### src/hw/rtl/jbat_pkg.sv
// Shared types, codes and defaults of the journal block absorb tracker.
`default_nettype none
package jbat_pkg;

    localparam int LOG_ENTRIES_DEF   = 32;
    localparam int MAX_OP_BLOCKS_DEF = 10;

    localparam int BLK_W      = 32;
    localparam int AREA_W     = 12;
    localparam int OPEN_W     = 6;
    localparam int OPEN_LIMIT = 63;
    localparam int CFG_IDX_W  = 1;
    localparam int CFG_DATA_W = 32;

    localparam logic [AREA_W-1:0] AREA_RESET = 12'd33;

    // Opcodes
    localparam logic [1:0] OP_BEGIN = 2'd0;
    localparam logic [1:0] OP_END   = 2'd1;
    localparam logic [1:0] OP_WRITE = 2'd2;

    // Configuration register indexes
    localparam logic [CFG_IDX_W-1:0] CFG_LOG_START     = 1'd0;
    localparam logic [CFG_IDX_W-1:0] CFG_LOG_AREA_SIZE = 1'd1;

    // Result status codes
    localparam logic [3:0] STAT_GRANTED     = 4'd0;
    localparam logic [3:0] STAT_WAIT        = 4'd1;
    localparam logic [3:0] STAT_ENDED       = 4'd2;
    localparam logic [3:0] STAT_COMMIT_ENTRY = 4'd3;
    localparam logic [3:0] STAT_COMMIT_EMPTY = 4'd4;
    localparam logic [3:0] STAT_ABSORBED    = 4'd5;
    localparam logic [3:0] STAT_APPENDED    = 4'd6;
    localparam logic [3:0] STAT_TOO_BIG     = 4'd7;
    localparam logic [3:0] STAT_OUTSIDE     = 4'd8;
    localparam logic [3:0] STAT_UNMATCHED   = 4'd9;

    typedef struct packed {
        logic [1:0]       opcode;
        logic [BLK_W-1:0] block_number;
    } t_in_item;

    typedef struct packed {
        logic [3:0]       status;
        logic [BLK_W-1:0] home_block;
        logic [BLK_W-1:0] log_slot_block;
        logic             last;
    } t_out_item;

    typedef enum logic [2:0] {
        S_IDLE,
        S_EXEC,
        S_SCAN_RD,
        S_SCAN_CMP,
        S_COMMIT_RD,
        S_COMMIT_OUT,
        S_PUT
    } t_state;

endpackage
`default_nettype wire

### src/hw/rtl/journal_block_absorb_tracker.sv
// Top level of the journal block absorb tracker: sequencer, block list and result register.
//
// Usage:
//   Input channel (i_in_valid / o_in_ready / i_in_item) carries begin, end and
//   block-write items. Output channel (o_out_valid / i_out_ready / o_out_item)
//   returns one result per begin, write or end, but a final end that commits a
//   non-empty list returns one per listed block (last set on the final one).
//   Configuration (i_cfg_we / i_cfg_idx / i_cfg_data) sets the log header
//   block and the log area size; write it only while the block is idle.
// Sequencing:
//   One item at a time. A begin or end passes through S_EXEC and S_PUT, which
//   loads the output register. A block write scans the list through the single
//   memory read port and the shared 32-bit comparator, visiting S_SCAN_RD and
//   then S_SCAN_CMP for each entry searched. A commit reads each entry in
//   S_COMMIT_RD and emits it in S_COMMIT_OUT, forming each slot address in the shared adder.
//   o_in_ready rises again as the last result enters the output register, so the
//   next item can enter while that result waits.
// Reset clears the open-operation count, the entry count and the output valid
// flag; list contents stay undefined and are never read before written.
// A stalled receiver holds the result register; the sequencer waits for it.
`default_nettype none
module journal_block_absorb_tracker #(
    parameter int LOG_ENTRIES   = jbat_pkg::LOG_ENTRIES_DEF,
    parameter int MAX_OP_BLOCKS = jbat_pkg::MAX_OP_BLOCKS_DEF
) (
    input  wire logic                           i_clk,
    input  wire logic                           i_rst_n,
    input  wire logic                           i_in_valid,
    output logic                                o_in_ready,
    input  wire jbat_pkg::t_in_item             i_in_item,
    output logic                                o_out_valid,
    input  wire logic                           i_out_ready,
    output jbat_pkg::t_out_item                 o_out_item,
    input  wire logic                           i_cfg_we,
    input  wire logic [jbat_pkg::CFG_IDX_W-1:0] i_cfg_idx,
    input  wire logic [jbat_pkg::CFG_DATA_W-1:0] i_cfg_data
);

    localparam int IDX_W  = $clog2(LOG_ENTRIES);
    localparam int CNT_W  = $clog2(LOG_ENTRIES + 1);
    localparam int NEED_W = $clog2(LOG_ENTRIES
                                   + (jbat_pkg::OPEN_LIMIT + 1) * MAX_OP_BLOCKS + 1);
    localparam int AREA_CMP_W = jbat_pkg::AREA_W + 1;
    localparam int OPEN_W = jbat_pkg::OPEN_W;
    localparam int BLK_W  = jbat_pkg::BLK_W;

    // Configuration registers
    logic [BLK_W-1:0]            r_log_start;
    logic [jbat_pkg::AREA_W-1:0] r_log_area_size;

    // Control state
    jbat_pkg::t_state r_state, n_state;
    logic [OPEN_W-1:0] r_open, n_open;
    logic [CNT_W-1:0]  r_count, n_count;
    logic [IDX_W-1:0]  r_idx, n_idx;
    logic              r_out_valid, n_out_valid;

    // Payload registers
    logic [1:0]          r_op, n_op;
    logic [BLK_W-1:0]    r_blk, n_blk;
    logic [3:0]          r_pend, n_pend;
    jbat_pkg::t_out_item r_out_item, n_out_item;
    logic [BLK_W-1:0]    r_rd_data;

    // Block list memory
    logic [BLK_W-1:0] r_mem [LOG_ENTRIES];
    logic             w_mem_we;
    logic [IDX_W-1:0] w_mem_addr;

    logic             w_in_acc;
    logic             w_out_free;
    logic             w_idx_last;
    logic             w_blk_hit;
    logic             w_begin_ok;
    logic             w_too_big;
    logic [NEED_W-1:0] w_need;
    logic [BLK_W-1:0] w_slot;

    assign o_in_ready  = (r_state == jbat_pkg::S_IDLE);
    assign w_in_acc    = i_in_valid && o_in_ready;
    assign w_out_free  = !r_out_valid || i_out_ready;
    assign o_out_valid = r_out_valid;
    assign o_out_item  = r_out_item;

    // Room check for one more operation
    assign w_need = NEED_W'(r_count)
                  + NEED_W'({1'b0, r_open} + (OPEN_W + 1)'(1)) * NEED_W'(MAX_OP_BLOCKS);
    assign w_begin_ok = (w_need <= NEED_W'(LOG_ENTRIES))
                     && (r_open < OPEN_W'(jbat_pkg::OPEN_LIMIT));
    assign w_too_big = (r_count >= CNT_W'(LOG_ENTRIES))
                    || ((AREA_CMP_W'(r_count) + AREA_CMP_W'(1))
                        >= AREA_CMP_W'(r_log_area_size));

    // Shared compare and add unit
    assign w_blk_hit  = (r_rd_data == r_blk);
    assign w_idx_last = ((CNT_W'(r_idx) + CNT_W'(1)) == r_count);
    assign w_slot     = r_log_start + BLK_W'(r_idx) + BLK_W'(1);

    // Next state
    always_comb begin
        n_state = r_state;
        case (r_state)
            jbat_pkg::S_IDLE: begin
                if (w_in_acc) n_state = jbat_pkg::S_EXEC;
            end
            jbat_pkg::S_EXEC: begin
                case (r_op)
                    jbat_pkg::OP_BEGIN: n_state = jbat_pkg::S_PUT;
                    jbat_pkg::OP_WRITE: begin
                        if (w_too_big || r_open == '0 || r_count == '0) begin
                            n_state = jbat_pkg::S_PUT;
                        end else begin
                            n_state = jbat_pkg::S_SCAN_RD;
                        end
                    end
                    jbat_pkg::OP_END: begin
                        if (r_open == OPEN_W'(1) && r_count != '0) begin
                            n_state = jbat_pkg::S_COMMIT_RD;
                        end else begin
                            n_state = jbat_pkg::S_PUT;
                        end
                    end
                    default: n_state = jbat_pkg::S_IDLE;
                endcase
            end
            jbat_pkg::S_SCAN_RD: n_state = jbat_pkg::S_SCAN_CMP;
            jbat_pkg::S_SCAN_CMP: begin
                if (w_blk_hit || w_idx_last) begin
                    n_state = jbat_pkg::S_PUT;
                end else begin
                    n_state = jbat_pkg::S_SCAN_RD;
                end
            end
            jbat_pkg::S_COMMIT_RD: n_state = jbat_pkg::S_COMMIT_OUT;
            jbat_pkg::S_COMMIT_OUT: begin
                if (w_out_free) begin
                    n_state = w_idx_last ? jbat_pkg::S_IDLE : jbat_pkg::S_COMMIT_RD;
                end
            end
            jbat_pkg::S_PUT: begin
                if (w_out_free) n_state = jbat_pkg::S_IDLE;
            end
            default: n_state = jbat_pkg::S_IDLE;
        endcase
    end

    // Datapath control
    always_comb begin
        n_open      = r_open;
        n_count     = r_count;
        n_idx       = r_idx;
        n_op        = r_op;
        n_blk       = r_blk;
        n_pend      = r_pend;
        n_out_valid = r_out_valid && !i_out_ready;
        n_out_item  = r_out_item;
        w_mem_we    = 1'b0;
        w_mem_addr  = r_count[IDX_W-1:0];
        case (r_state)
            jbat_pkg::S_IDLE: begin
                if (w_in_acc) begin
                    n_op  = i_in_item.opcode;
                    n_blk = i_in_item.block_number;
                end
            end
            jbat_pkg::S_EXEC: begin
                n_idx = '0;
                case (r_op)
                    jbat_pkg::OP_BEGIN: begin
                        if (w_begin_ok) begin
                            n_open = r_open + OPEN_W'(1);
                            n_pend = jbat_pkg::STAT_GRANTED;
                        end else begin
                            n_pend = jbat_pkg::STAT_WAIT;
                        end
                    end
                    jbat_pkg::OP_WRITE: begin
                        if (w_too_big) begin
                            n_pend = jbat_pkg::STAT_TOO_BIG;
                        end else if (r_open == '0) begin
                            n_pend = jbat_pkg::STAT_OUTSIDE;
                        end else if (r_count == '0) begin
                            // Empty list: append at once
                            w_mem_we = 1'b1;
                            n_count  = r_count + CNT_W'(1);
                            n_pend   = jbat_pkg::STAT_APPENDED;
                        end
                    end
                    jbat_pkg::OP_END: begin
                        if (r_open == '0) begin
                            n_pend = jbat_pkg::STAT_UNMATCHED;
                        end else begin
                            n_open = r_open - OPEN_W'(1);
                            if (r_open != OPEN_W'(1)) begin
                                n_pend = jbat_pkg::STAT_ENDED;
                            end else if (r_count == '0) begin
                                n_pend = jbat_pkg::STAT_COMMIT_EMPTY;
                            end
                        end
                    end
                    default: ;
                endcase
            end
            jbat_pkg::S_SCAN_CMP: begin
                if (w_blk_hit) begin
                    n_pend = jbat_pkg::STAT_ABSORBED;
                end else if (w_idx_last) begin
                    w_mem_we = 1'b1;
                    n_count  = r_count + CNT_W'(1);
                    n_pend   = jbat_pkg::STAT_APPENDED;
                end else begin
                    n_idx = r_idx + IDX_W'(1);
                end
            end
            jbat_pkg::S_COMMIT_OUT: begin
                if (w_out_free) begin
                    n_out_valid                = 1'b1;
                    n_out_item.status          = jbat_pkg::STAT_COMMIT_ENTRY;
                    n_out_item.home_block      = r_rd_data;
                    n_out_item.log_slot_block  = w_slot;
                    n_out_item.last            = w_idx_last;
                    if (w_idx_last) begin
                        n_count = '0;
                    end else begin
                        n_idx = r_idx + IDX_W'(1);
                    end
                end
            end
            jbat_pkg::S_PUT: begin
                if (w_out_free) begin
                    n_out_valid               = 1'b1;
                    n_out_item.status         = r_pend;
                    n_out_item.home_block     = (r_pend inside {jbat_pkg::STAT_ABSORBED,
                                                 jbat_pkg::STAT_APPENDED,
                                                 jbat_pkg::STAT_TOO_BIG,
                                                 jbat_pkg::STAT_OUTSIDE}) ? r_blk : '0;
                    n_out_item.log_slot_block = '0;
                    n_out_item.last           = 1'b1;
                end
            end
            default: ;
        endcase
    end

    // Control registers
    always_ff @(posedge i_clk) begin
        if (!i_rst_n) begin
            r_state     <= jbat_pkg::S_IDLE;
            r_open      <= '0;
            r_count     <= '0;
            r_idx       <= '0;
            r_out_valid <= 1'b0;
        end else begin
            r_state     <= n_state;
            r_open      <= n_open;
            r_count     <= n_count;
            r_idx       <= n_idx;
            r_out_valid <= n_out_valid;
        end
    end

    // Configuration registers
    always_ff @(posedge i_clk) begin
        if (!i_rst_n) begin
            r_log_start     <= '0;
            r_log_area_size <= jbat_pkg::AREA_RESET;
        end else if (i_cfg_we) begin
            case (i_cfg_idx)
                jbat_pkg::CFG_LOG_START:     r_log_start <= i_cfg_data;
                jbat_pkg::CFG_LOG_AREA_SIZE: r_log_area_size <= i_cfg_data[jbat_pkg::AREA_W-1:0];
                default: ;
            endcase
        end
    end

    // Payload registers
    always_ff @(posedge i_clk) begin
        r_op       <= n_op;
        r_blk      <= n_blk;
        r_pend     <= n_pend;
        r_out_item <= n_out_item;
    end

    // Block list: one write port, one registered read port
    always_ff @(posedge i_clk) begin
        if (w_mem_we) r_mem[w_mem_addr] <= r_blk;
        r_rd_data <= r_mem[r_idx];
    end

endmodule
`default_nettype wire

### config.mk
export PLATFORM = sky130hd
export DESIGN_NAME = journal_block_absorb_tracker
export DESIGN_NICKNAME = d
export VERILOG_FILES = /design/src/hw/rtl/jbat_pkg.sv /design/src/hw/rtl/journal_block_absorb_tracker.sv
export SDC_FILE = /design/constraint.sdc
export NUM_CORES = 1
export LEC_CHECK = 0
export ABC_CLOCK_PERIOD_IN_PS = 4700
export BUFFER_PORTS_ARGS = -buffer_cell sky130_fd_sc_hd__buf_2
export CORE_MARGIN = 8
export CORE_UTILIZATION = 41
export CTS_CLUSTER_SIZE = 10
export DETAILED_ROUTE_END_ITERATION = 7
export GPL_TIMING_DRIVEN = 0
export PLACE_DENSITY = 0.58
export RECOVER_POWER = 100
export SETUP_SLACK_MARGIN = 0.2
export SKIP_CTS_REPAIR_TIMING = 1
export SLEW_MARGIN = 20
export SYNTH_ARGS = -nofsm -noshare
export SYNTH_HDL_FRONTEND = slang
export SYNTH_SLANG_ARGS = --single-unit
### constraint.sdc
create_clock -name i_clk -period 4.7 [get_ports i_clk]
set_input_delay 0.47 -clock i_clk [delete_from_list [all_inputs] [get_ports i_clk]]
set_output_delay 0.47 -clock i_clk [all_outputs]
set_load 0.01 [all_outputs]
# Word level (Yosys, flattened, before mapping)
# Memory sizes are Yosys's and may differ from the RTL's. A register that Yosys moved wholly into a read port is not among the register bits.
# Index checks and enable logic that the tools add are counted.
# Widths: inputs -> output; s select.
[classes]
n_bitwise = 1
n_addsub = 10
magnitude_cmp = 4
reduce_logical = 31
n_mul = 1
n_eq_ne = 32
mux = 51
[op_table]
columns = ["operator", "count"]
rows = [
  ["$mux 69", 2],
  ["$pmux 69 s2", 1],
  ["$mux 6", 10],
  ["$add 32x1->32 const B", 1],
  ["$add 32x5->32", 1],
  ["$eq 32x32->1", 1],
  ["$mux 32", 1],
  ["$mux 4", 8],
  ["$pmux 3 s7", 1],
  ["$ne 2x2->1 const B", 10],
  ["$mux 3", 6],
  ["$pmux 6 s3", 1],
  ["$mux 5", 3],
  ["$pmux 5 s3", 1],
  ["$add 6x1->7 const B", 2],
  ["$add 6x1->6 const B", 2],
  ["$eq 4x3->1 const B", 3],
  ["$ge 7x12->1", 1],
  ["$logic_not 6->1", 2],
  ["$pmux 4 s3", 1],
  ["$pmux 6 s2", 1],
  ["$mux 1", 11],
  ["$add 6x10->10", 1],
  ["$le 10x6->1 const B", 1],
  ["39 further kinds", 58],
]
[totals]
elab_cells = 145
in_bits = 72
ramBits = 1024
n_memories = 1
out_inout_bits = 71
regBits = 172
[memory_table]
columns = ["name", "words", "word_bits", "rd", "rd_ports_with_merged_regs", "write_ports", "line_no", "source"]
rows = [
  ["r_mem", 32, 32, 1, 1, 1, "journal_block_absorb_tracker.sv:66", "logic [BLK_W-1:0] r_mem [LOG_ENTRIES];"],
]

# Longest topological paths before layout
# Gate-level depths: netlist of run 1.
[logic_depth]
word_depth = 8
mapped_depth = 17
depth_no_buf = 16

# Least setup slack after synthesis of run 1
# Ideal clock, no wire load.
[synth_path]
kind = "reg-to-reg"
startpoint = "reg r_count[2]"
endpoint = "mem r_mem[20][0] (enable)"
arrival_time_ps = 4077
required_ps = 4279
path_buffers = 1
setup_slack_ps = 202
setup_time_ps = 421
stages_incl_launch_ff = 13
synth_period_minus_slack_ps = 4498
path_cell_list = "dfxtp_1 > clkbuf_1 > nand3_1 > nor2_1 > xor2_1 > ha_1 > a21o_1 > a221oi_1 > a21oi_1 > nor3_1 > a2bb2o_1 > nand2_1 > nor2_1"
[synth_via]
elab_chain_len = 8
word_cells_on_any_way = 15
classes_between = "add/sub: 1; order compare: 2; eq/ne: 1; mux: 9; reduce/logical: 2"
[synth_rtl]
columns = ["item", "line_no", "source"]
rows = [
  ["from (decl)", "journal_block_absorb_tracker.sv:54", "logic [CNT_W-1:0] r_count, n_count;"],
  ["from (signal assigned)", "journal_block_absorb_tracker.sv:256", "r_count <= n_count;"],
  ["$add 6x1->7 / $logic_not 6->1 (equally long branches)", "journal_block_absorb_tracker.sv:91, journal_block_absorb_tracker.sv:182", ""],
  ["$ge 7x12->1 / $mux 1 (equally long branches)", "journal_block_absorb_tracker.sv:92, journal_block_absorb_tracker.sv:182", ""],
  ["$logic_or 1x1->1 / $mux 1 (equally long branches)", "journal_block_absorb_tracker.sv:91, journal_block_absorb_tracker.sv:180", ""],
  ["$mux 1", "journal_block_absorb_tracker.sv:178", "if (w_too_big) begin"],
  ["$mux 1", "journal_block_absorb_tracker.sv:168", "case (r_op)"],
  ["$pmux 1 s2", "journal_block_absorb_tracker.sv:159", "case (r_state)"],
  ["$mux 1", "journal_block_absorb_tracker.sv:286", "if (w_mem_we) r_mem[w_mem_addr] <= r_blk;"],
  ["$mux 1 (implied by the code)", "journal_block_absorb_tracker.sv:286", ""],
  ["to (decl)", "journal_block_absorb_tracker.sv:66", ""],
]
# Several ways; a longest one is shown, not always the timed one.

# Final worst setup path of run 1
[layout_path]
startpoint = "reg r_blk[10]"
endpoint = "mem r_mem[12][12] (enable)"
[layout_via]
elab_chain_len = 5
[layout_rtl]
columns = ["item", "line_no", "source"]
rows = [
  ["from (decl)", "journal_block_absorb_tracker.sv:60", "logic [BLK_W-1:0] r_blk, n_blk;"],
  ["from (signal assigned)", "journal_block_absorb_tracker.sv:279", "r_blk <= n_blk;"],
  ["$eq 32x32->1", "journal_block_absorb_tracker.sv:95", "assign w_blk_hit = (r_rd_data == r_blk);"],
  ["$mux 1", "journal_block_absorb_tracker.sv:205", "if (w_blk_hit) begin"],
  ["$pmux 1 s2", "journal_block_absorb_tracker.sv:159", ""],
  ["$mux 1", "journal_block_absorb_tracker.sv:286", ""],
  ["$mux 1 (implied by the code)", "journal_block_absorb_tracker.sv:286", ""],
]
# No other way between the ends.

==> parameters.txt, run 1 <==
Parameter                              Value

Placed design
  Final HPWL DP ... 84.1 mm
  Number of buffers added on ports ... 142
  Total placed cells including tap cells ... ~4100
  Placer Congestion ... 0.864

CTS
  Clock transition at the registers of the reported paths ... ~0.050 ns
  Total CTS buffers ... between 100 and 150
  Max Buffers Root-to-Sink ... 3
  CTS Root Buffer Type ... sky130_fd_sc_hd__clkbuf_16
  Clock tree from TritonCTS ... done
  Sinks on Clock Net ... around 1200
  # H-tree levels ... 4
  Worst skew pair latency ... ~0.73 ns

Setup path
  Critical path launch point type ... register
  Slowest cell on the critical path ... sky130_fd_sc_hd__clkbuf_1
  R2R Setup Slk ... between 0.15 and 0.2 ns
  Signal arrival time at the worst endpoint ... between 4 and 5 ns
  Top fanout value on the critical path ... 24
  Endpoint of the lowest-slack register-to-register path ... r_mem[12][12]$_DFFE_PP_
  Highest cell delay on the worst timing path ... between 0.8 and 0.9 ns
  Critical path start-end classification ... reg -> reg
  Launch point of the worst reg-to-reg path ... r_blk[10]$_DFFE_PP_
  Critical path capture point type ... register
  Worst Reg2Reg Path Length in Cells ... 9
  Required time of the critical path ... 5.09 ns
  Cells along the critical path ... clkbuf_1 -> xor2_1 -> nor4_1 -> nand4_1 -> o21ai_0 -> a2bb2o_1 -> nand2_2 -> nor2_4 -> clkbuf_4

GRT
  First-pass GRT wire length ... about 180 mm
  Overflow left after global routing ... 0
  Number of antenna violations at the first check in global routing ... 8
  Overall Global Routing Usage ... 19.1%
  Vias in the first global route ... about 26000
  Pin count of the biggest net entering global routing ... 35

Logic synthesis
  Post-synth EDFFs ... roughly 1100
  Cell area after technology mapping ... roughly 48000 um^2
  Sequential area share after synthesis ... about three quarters
  Library cells used by synthesis ... 67
  Post-synthesis cell type with the largest combined area ... sky130_fd_sc_hd__edfxtp_1
  Adder-Cell Fraction of Synth Area ... ~1.1%
  Largest cells by area after synthesis ... sky130_fd_sc_hd__edfxtp_1 (70%), sky130_fd_sc_hd__mux4_2 (15%), sky130_fd_sc_hd__dfxtp_1 (4.0%)
  Leading register cell type out of synthesis ... sky130_fd_sc_hd__edfxtp_1
  Largest family of logic cells by synthesized area ... multiplexers
  Cells after synthesis ... 2393
  Yosys top cell area share ... between 70% and 80%
  Multiplexer fraction of the synthesized cell area ... approximately 16%
  Library cell with the highest instance count after synthesis ... sky130_fd_sc_hd__edfxtp_1
  Simple-Gate Fraction of Synth Area ... under 10%
  Compound-Gate Fraction of Synth Area ... ~2.5%
  Total of flip-flops plus latches after synthesis ... about 1200
  Post-Syn Nets ... between 2000 and 3000
  Xor and xnor fraction of the mapped netlist area ... 1.41%
  Syn Area/Cell ... 20.2 um^2
  Number of warning messages in the yosys log ... 0
  Commonest cells post-synth ... sky130_fd_sc_hd__edfxtp_1 (1131), sky130_fd_sc_hd__mux4_2 (320), sky130_fd_sc_hd__nand2_1 (134)
  Proportion of register bits with asynchronous set or reset after synthesis ... 0%

STA
  Count of final setup violators ... 0
  Post-route clock skew ... around 0.038 ns
  Slew Viols, Final ... between 50 and 60
  Normalized max-slew margin ... -105%
  FMAX ... between 200 and 250 MHz
  Worst hold slack ... around 0.013 ns
  Slew @ Worst Pin ... slightly above 3 ns
  Fin crit share ... roughly 96%
  Post-layout minimum cycle time ... approximately 4.5 ns
  Hold violation count in the final report ... 0
  Setup repair after global routing missed its margin ... yes

Final layout
  Final cell utilization of the core ... roughly 48%
  Post-synthesis to final-layout area growth ... 17.7%
  Final cell count without fillers ... roughly 4500
  Fraction of layout cells with a size suffix above 1 ... between 20% and 30%
  Layout Nets ... 2950

Drt
  Vias per cell ... 5.73
  Antenna-violating nets left ... 0
  Count of vias placed by the detailed router ... between 20000 and 30000
  Aggregate routed wire length ... 127 mm
  Detailed-route wire length per cell ... around 28 um
  Initial DRT Pass Iterations ... 6
  First DRT Iteration DRCs ... 2638
  DRC violations left ... 0

Status
  Status ... finished, violations left
  Violations in the final reports ... max-capacitance violations, max-slew violations

Power and ir drop
  Leak ... between 15 and 20 nW
  Worst vdd rail ir drop ... ~0.00033 V
  Total power consumption of the routed design ... approximately 23 mW
  Power density normalized to cell area ... between 400 and 500 nW/um^2

Job
  Maximum Capacitance Violations ... 3

Worst hold path
  Launch instance of the worst min-delay path ... i_cfg_data[24]
  Worst Hold Path EP ... r_log_start[24]$_SDFFE_PN0P_
  Class of the most critical hold timing path ... in -> reg
  Worst Hold Path Cells ... 3

Floorplanning
  Vert. Die Dim ... 359 um
  Die W ... approximately 360 um
  Area of the core ... 117000 um^2
  Top-Level Pins ... 143
  Placement Rows ... between 100 and 150
  Starting density of the core ... roughly two fifths
  Die area ... between 100000 and 150000 um^2
[how the worst max path moves through the flow]
| stage | startpoint | endpoint | cells past startpoint |
|---|---|---|---|
| floorplan | r_count[2]$_SDFFE_PN0P_ | r_mem[20][0]$_DFFE_PP_ | 12 |
| global placement | r_count[2]$_SDFFE_PN0P_ | r_mem[2][15]$_DFFE_PP_ | 12 |
| detailed placement | r_count[2]$_SDFFE_PN0P_ | r_mem[10][13]$_DFFE_PP_ | 13 |
| CTS | r_count[2]$_SDFFE_PN0P_ | r_mem[8][9]$_DFFE_PP_ | 13 |
| global route | r_count[2]$_SDFFE_PN0P_ | r_mem[21][16]$_DFFE_PP_ | 14 |
| finish | r_blk[10]$_DFFE_PP_ | r_mem[12][12]$_DFFE_PP_ | 9 |
[cell type report]
| cell class | instances | area (um^2) |
|---|---|---|
| antenna | 2 | 5.00 |
| buffer | 119 | 576 |
| clock buffer | 213 | 3960 |
| clock inverter | 12 | 168 |
| fill | 9598 | 60600 |
| inverter | 35 | 131 |
| multi-input combinational | 1011 | 11900 |
| sequential | 1228 | 35900 |
| tap | 1536 | 1920 |
| timing repair buffer | 299 | 2310 |
[cells in the final DEF (no fill, tap or decap), types with 18 or more instances in the layout]
| cell | count |
|---|---|
| sky130_fd_sc_hd__ha_1 | 39 |
| sky130_fd_sc_hd__a22o_1 | 32 |
| sky130_fd_sc_hd__clkbuf_4 | 27 |
| sky130_fd_sc_hd__nor2_4 | 18 |
| sky130_fd_sc_hd__dfxtp_1 | 97 |
| sky130_fd_sc_hd__xor2_1 | 54 |
| sky130_fd_sc_hd__a21oi_1 | 67 |
| sky130_fd_sc_hd__mux4_2 | 320 |
| sky130_fd_sc_hd__mux2_2 | 23 |
| sky130_fd_sc_hd__buf_12 | 22 |
| sky130_fd_sc_hd__nand2_1 | 130 |
| sky130_fd_sc_hd__clkbuf_16 | 148 |
| sky130_fd_sc_hd__edfxtp_1 | 1131 |
| sky130_fd_sc_hd__clkbuf_1 | 240 |
| sky130_fd_sc_hd__nand3_1 | 35 |
| sky130_fd_sc_hd__inv_1 | 34 |
| sky130_fd_sc_hd__o21ai_0 | 28 |
| sky130_fd_sc_hd__buf_4 | 34 |
| sky130_fd_sc_hd__xnor2_1 | 24 |
| sky130_fd_sc_hd__dlygate4sd3_1 | 58 |
| sky130_fd_sc_hd__buf_2 | 71 |
| sky130_fd_sc_hd__nor2_1 | 62 |
[kinds of logic (layout without fill, tap and decap cells)]
kind of cell	Yosys count	count (layout)
xor+xnor	78	78
mux	359	359
simple gates	357	357
flops	1228	1228
buf+inv	154	678
fa+ha+maj	42	42
other cells	0	2
compound gates	175	175
[critical path: cells and delay by family (launching register included)]
kind                      cells  cell delay, ns
AOI/OAI and AO/OA             2            0.88
xor gates and xnor gates      1            0.35
buffers and inverters         2            1.13
DFF                           1            0.57
and+or+nand+nor               4            1.18
[registers in the layout, summed over array words and instances, names as in the netlist]
register         flops
o_out_item          69
o_out_valid          1
r_blk               32
r_count              6
r_idx                5
r_log_area_size     12
r_log_start         32
r_mem             1024
r_op                 2
r_open               6
r_pend               4
r_rd_data           32
r_state              3
[where the power goes]
| group | switching, mW | internal, mW |
|---|---|---|
| sequential | 0.228 | 12.2 |
| combinational | 0.457 | 0.294 |
| clock | 4.19 | 5.79 |
[per-layer routing]
metal | vias up | GRT usage, % | routed length (um) | share of wire (%)
met1 | 13536 | 26.1 | 53300 | 42
met4 | 0 | 5.46 | 3500 | 2.8
li1 | 10638 | - | - | -
met3 | 220 | 4.88 | 10500 | 8.3
met2 | 1151 | 30.4 | 59600 | 47
met5 | - | 0 | 0 | 0
[per-stage QoR]
step | setup WS (ns) | TNS, ns | cell area (um^2)
5_1_grt | 0.0516 | 0 | 56800
2_1_floorplan | 0.202 | 0 | 48300
3_5_place_dp | -0.409 | -177.59 | 52400
3_3_place_gp | -2.60 | -2511.27 | 51000
4_1_cts | -0.456 | -229.98 | 56500
6_report | 0.182 | 0 | 56900
No activity file was read; power rests on OpenSTA's default activity.
==> run 2: changes to the inputs <==
--- a/config.mk
+++ b/config.mk
@@ -7,12 +7,14 @@
 export LEC_CHECK = 0
 export ABC_CLOCK_PERIOD_IN_PS = 4700
 export BUFFER_PORTS_ARGS = -buffer_cell sky130_fd_sc_hd__buf_2
+export CELL_PAD_IN_SITES_DETAIL_PLACEMENT = 1
+export CELL_PAD_IN_SITES_GLOBAL_PLACEMENT = 1
 export CORE_MARGIN = 8
 export CORE_UTILIZATION = 41
 export CTS_CLUSTER_SIZE = 10
 export DETAILED_ROUTE_END_ITERATION = 7
 export GPL_TIMING_DRIVEN = 0
-export PLACE_DENSITY = 0.58
+export PLACE_DENSITY = 0.64
 export RECOVER_POWER = 100
 export SETUP_SLACK_MARGIN = 0.2
 export SKIP_CTS_REPAIR_TIMING = 1
==> parameters.txt, run 2 (synthesized netlist as in run 1, its figures left out) <==
Parameter                              Value

STA
  Normalized max-slew margin ... -15.3%
  Post-route clock skew ... a little under 0.02 ns
  Slew Viols, Final ... 40
  Fin crit share ... a little over nine tenths
  Setup repair after global routing missed its margin ... yes
  Slew @ Worst Pin ... 1.73 ns
  Count of final setup violators ... 0
  FMAX ... roughly 230 MHz
  Post-layout minimum cycle time ... 4.44 ns
  Worst hold slack ... -0.00104 ns
  Setup WS post-layout ... about 0.26 ns
  Hold violation count in the final report ... 1

Setup path
  Slowest cell on the critical path ... sky130_fd_sc_hd__clkbuf_1
  Critical path capture point type ... register
  Top fanout value on the critical path ... 19
  Critical path start-end classification ... reg -> reg
  Cells along the critical path ... clkbuf_1 -> xor2_1 -> nor4_1 -> nand4_1 -> o21ai_0 -> a2bb2o_1 -> nand2_2 -> nor2_4 -> buf_4 -> buf_16
  Required time of the critical path ... 5.17 ns
  Highest cell delay on the worst timing path ... ~0.76 ns
  Critical path launch point type ... register
  Signal arrival time at the worst endpoint ... 4.91 ns

Final layout
  Layout Nets ... between 2000 and 3000
  Post-synthesis to final-layout area growth ... 18.7%
  Largest reg by FF count ... r_mem
  Final cell count without fillers ... 4443
  Number of diodes ... 0
  Most frequent standard cell in the layout excluding fill and tap cells ... sky130_fd_sc_hd__edfxtp_1
  Most frequent cells in the layout ... sky130_fd_sc_hd__edfxtp_1 (1131), sky130_fd_sc_hd__mux4_2 (320), sky130_fd_sc_hd__clkbuf_1 (215), sky130_fd_sc_hd__clkbuf_16 (146), sky130_fd_sc_hd__nand2_1 (130)
  Max FFs per register ... between 1000 and 1500
  Fraction of layout cells with a size suffix above 1 ... 26.0%

Floorplanning
  Starting density of the core ... between 40% and 50%
  Vert. Die Dim ... about 360 um
  Top-Level Pins ... 143
  Die W ... ~360 um
  Area of the core ... about 120000 um^2
  Die area ... about 130000 um^2
  Placement Rows ... between 100 and 150

GRT
  Pin count of the biggest net entering global routing ... 35
  Overflow left after global routing ... 0
  Overall Global Routing Usage ... between 15 and 20%
  Vias in the first global route ... about 27000
  Number of antenna violations at the first check in global routing ... 2
  First-pass GRT wire length ... 188 mm

Drt
  Initial DRT Pass Iterations ... 5
  Aggregate routed wire length ... 133 mm
  Detailed-route wire length per cell ... 29.9 um
  Count of vias placed by the detailed router ... 25528
  DRC violations left ... 0
  First DRT Iteration DRCs ... between 2000 and 3000
  Antenna-violating nets left ... 0
  Vias per cell ... roughly 5.7

Worst hold path
  Class of the most critical hold timing path ... in -> reg

Job
  Maximum Capacitance Violations ... 2

CTS
  Total CTS buffers ... 144
  Sinks on Clock Net ... about 1200
  Worst skew pair latency ... around 0.74 ns
  Max Buffers Root-to-Sink ... 3
  Clock tree from TritonCTS ... done
  CTS Root Buffer Type ... sky130_fd_sc_hd__clkbuf_16
  Clock transition at the registers of the reported paths ... roughly 0.050 ns
  # H-tree levels ... 4

Power and ir drop
  Power density normalized to cell area ... 405 nW/um^2
  Leak ... around 18 nW
  Worst vdd rail ir drop ... approximately 0.00034 V

Placed design
  Total placed cells including tap cells ... between 4000 and 5000
  Placer Congestion ... between 0.7 and 0.8
  Number of buffers added on ports ... ~140
  Final HPWL DP ... ~87 mm
  Pre-CTS setup slack ... -0.709 ns

Status
  Status ... finished, violations left
  Violations in the final reports ... negative hold slack, max-capacitance violations, max-slew violations
[run 2: changes by cell type in the layout (fill, tap and decap cells not counted), sizes merged]
cell          delta
bufinv           +2
dlygate4sd3      -6
clkinv           +1
dlymetal6s2s     +1
clkbuf          -53
buf             +40
diode            -2
inv              +4
clkinvlp         +1
[run 2: where the power goes]
group / switching, mW / total (mW) / internal, mW
combinational: 0.468 / 0.770 / 0.303
sequential: 0.229 / 12.4 / 12.2
clock: 4.25 / 10.1 / 5.84
total: 4.95 / 23.3 / 18.3
[run 2: layer usage]
| layer | routed length, um | global-route usage (%) | up-vias |
|---|---|---|---|
| met1 | 57300 | 27.9 | 13755 |
| li1 | - | - | 10627 |
| met4 | 3210 | 5.30 | 0 |
| met2 | 63900 | 32.3 | 951 |
| met5 | 0 | 0 | - |
| met3 | 8320 | 3.64 | 195 |
[run 2: final timing paths]
kind	startpoint	to	slack, ns	cells after the start
worst max-delay path	r_blk[1]$_DFFE_PP_	r_mem[21][17]$_DFFE_PP_	0.26	10
worst min register to register	r_log_start[0]$_SDFFE_PN0P_	r_log_start[0]$_SDFFE_PN0P_	0.47	2
worst min-delay path	i_cfg_data[18]	r_log_start[18]$_SDFFE_PN0P_	-0.001	3
worst max register to register	r_blk[1]$_DFFE_PP_	r_mem[21][17]$_DFFE_PP_	0.26	10
[run 2: area by class of cell]
class / count / area (um^2)
clock buffers: 205 / 3890
fillers: 10691 / 60100
inverters: 35 / 131
multi-input cells: 1011 / 12000
clock inverters: 20 / 243
plain buffers: 119 / 583
well taps: 1536 / 1920
flip-flops and latches: 1228 / 35900
repair buffers: 289 / 2730
[run 2: through the flow]
stage | power, mW | util (%) | area, um^2 | TNS, ns | hold WS, ns
after floorplan | 13.0 | - | 48300 | 0 | 0.436
after global placement | 13.3 | 43.4 | 51000 | -2701.89 | 0.448
after global routing | 23.9 | 48.9 | 57400 | 0 | 0.00000544
final | 23.3 | 48.9 | 57400 | 0 | -0.00104
after detailed placement | 13.3 | 44.5 | 52200 | -425.26 | 0.460
after CTS | 23.4 | 48.0 | 56400 | -447.11 | -0.145
[run 2: critical path: cells and delay by family (launching register included)]
family / cells / cell delay [ns]
flops: 1 / 0.67
xor+xnor: 1 / 0.35
buf+inv: 3 / 1.08
simple gates: 4 / 1.18
compound gates: 2 / 0.85
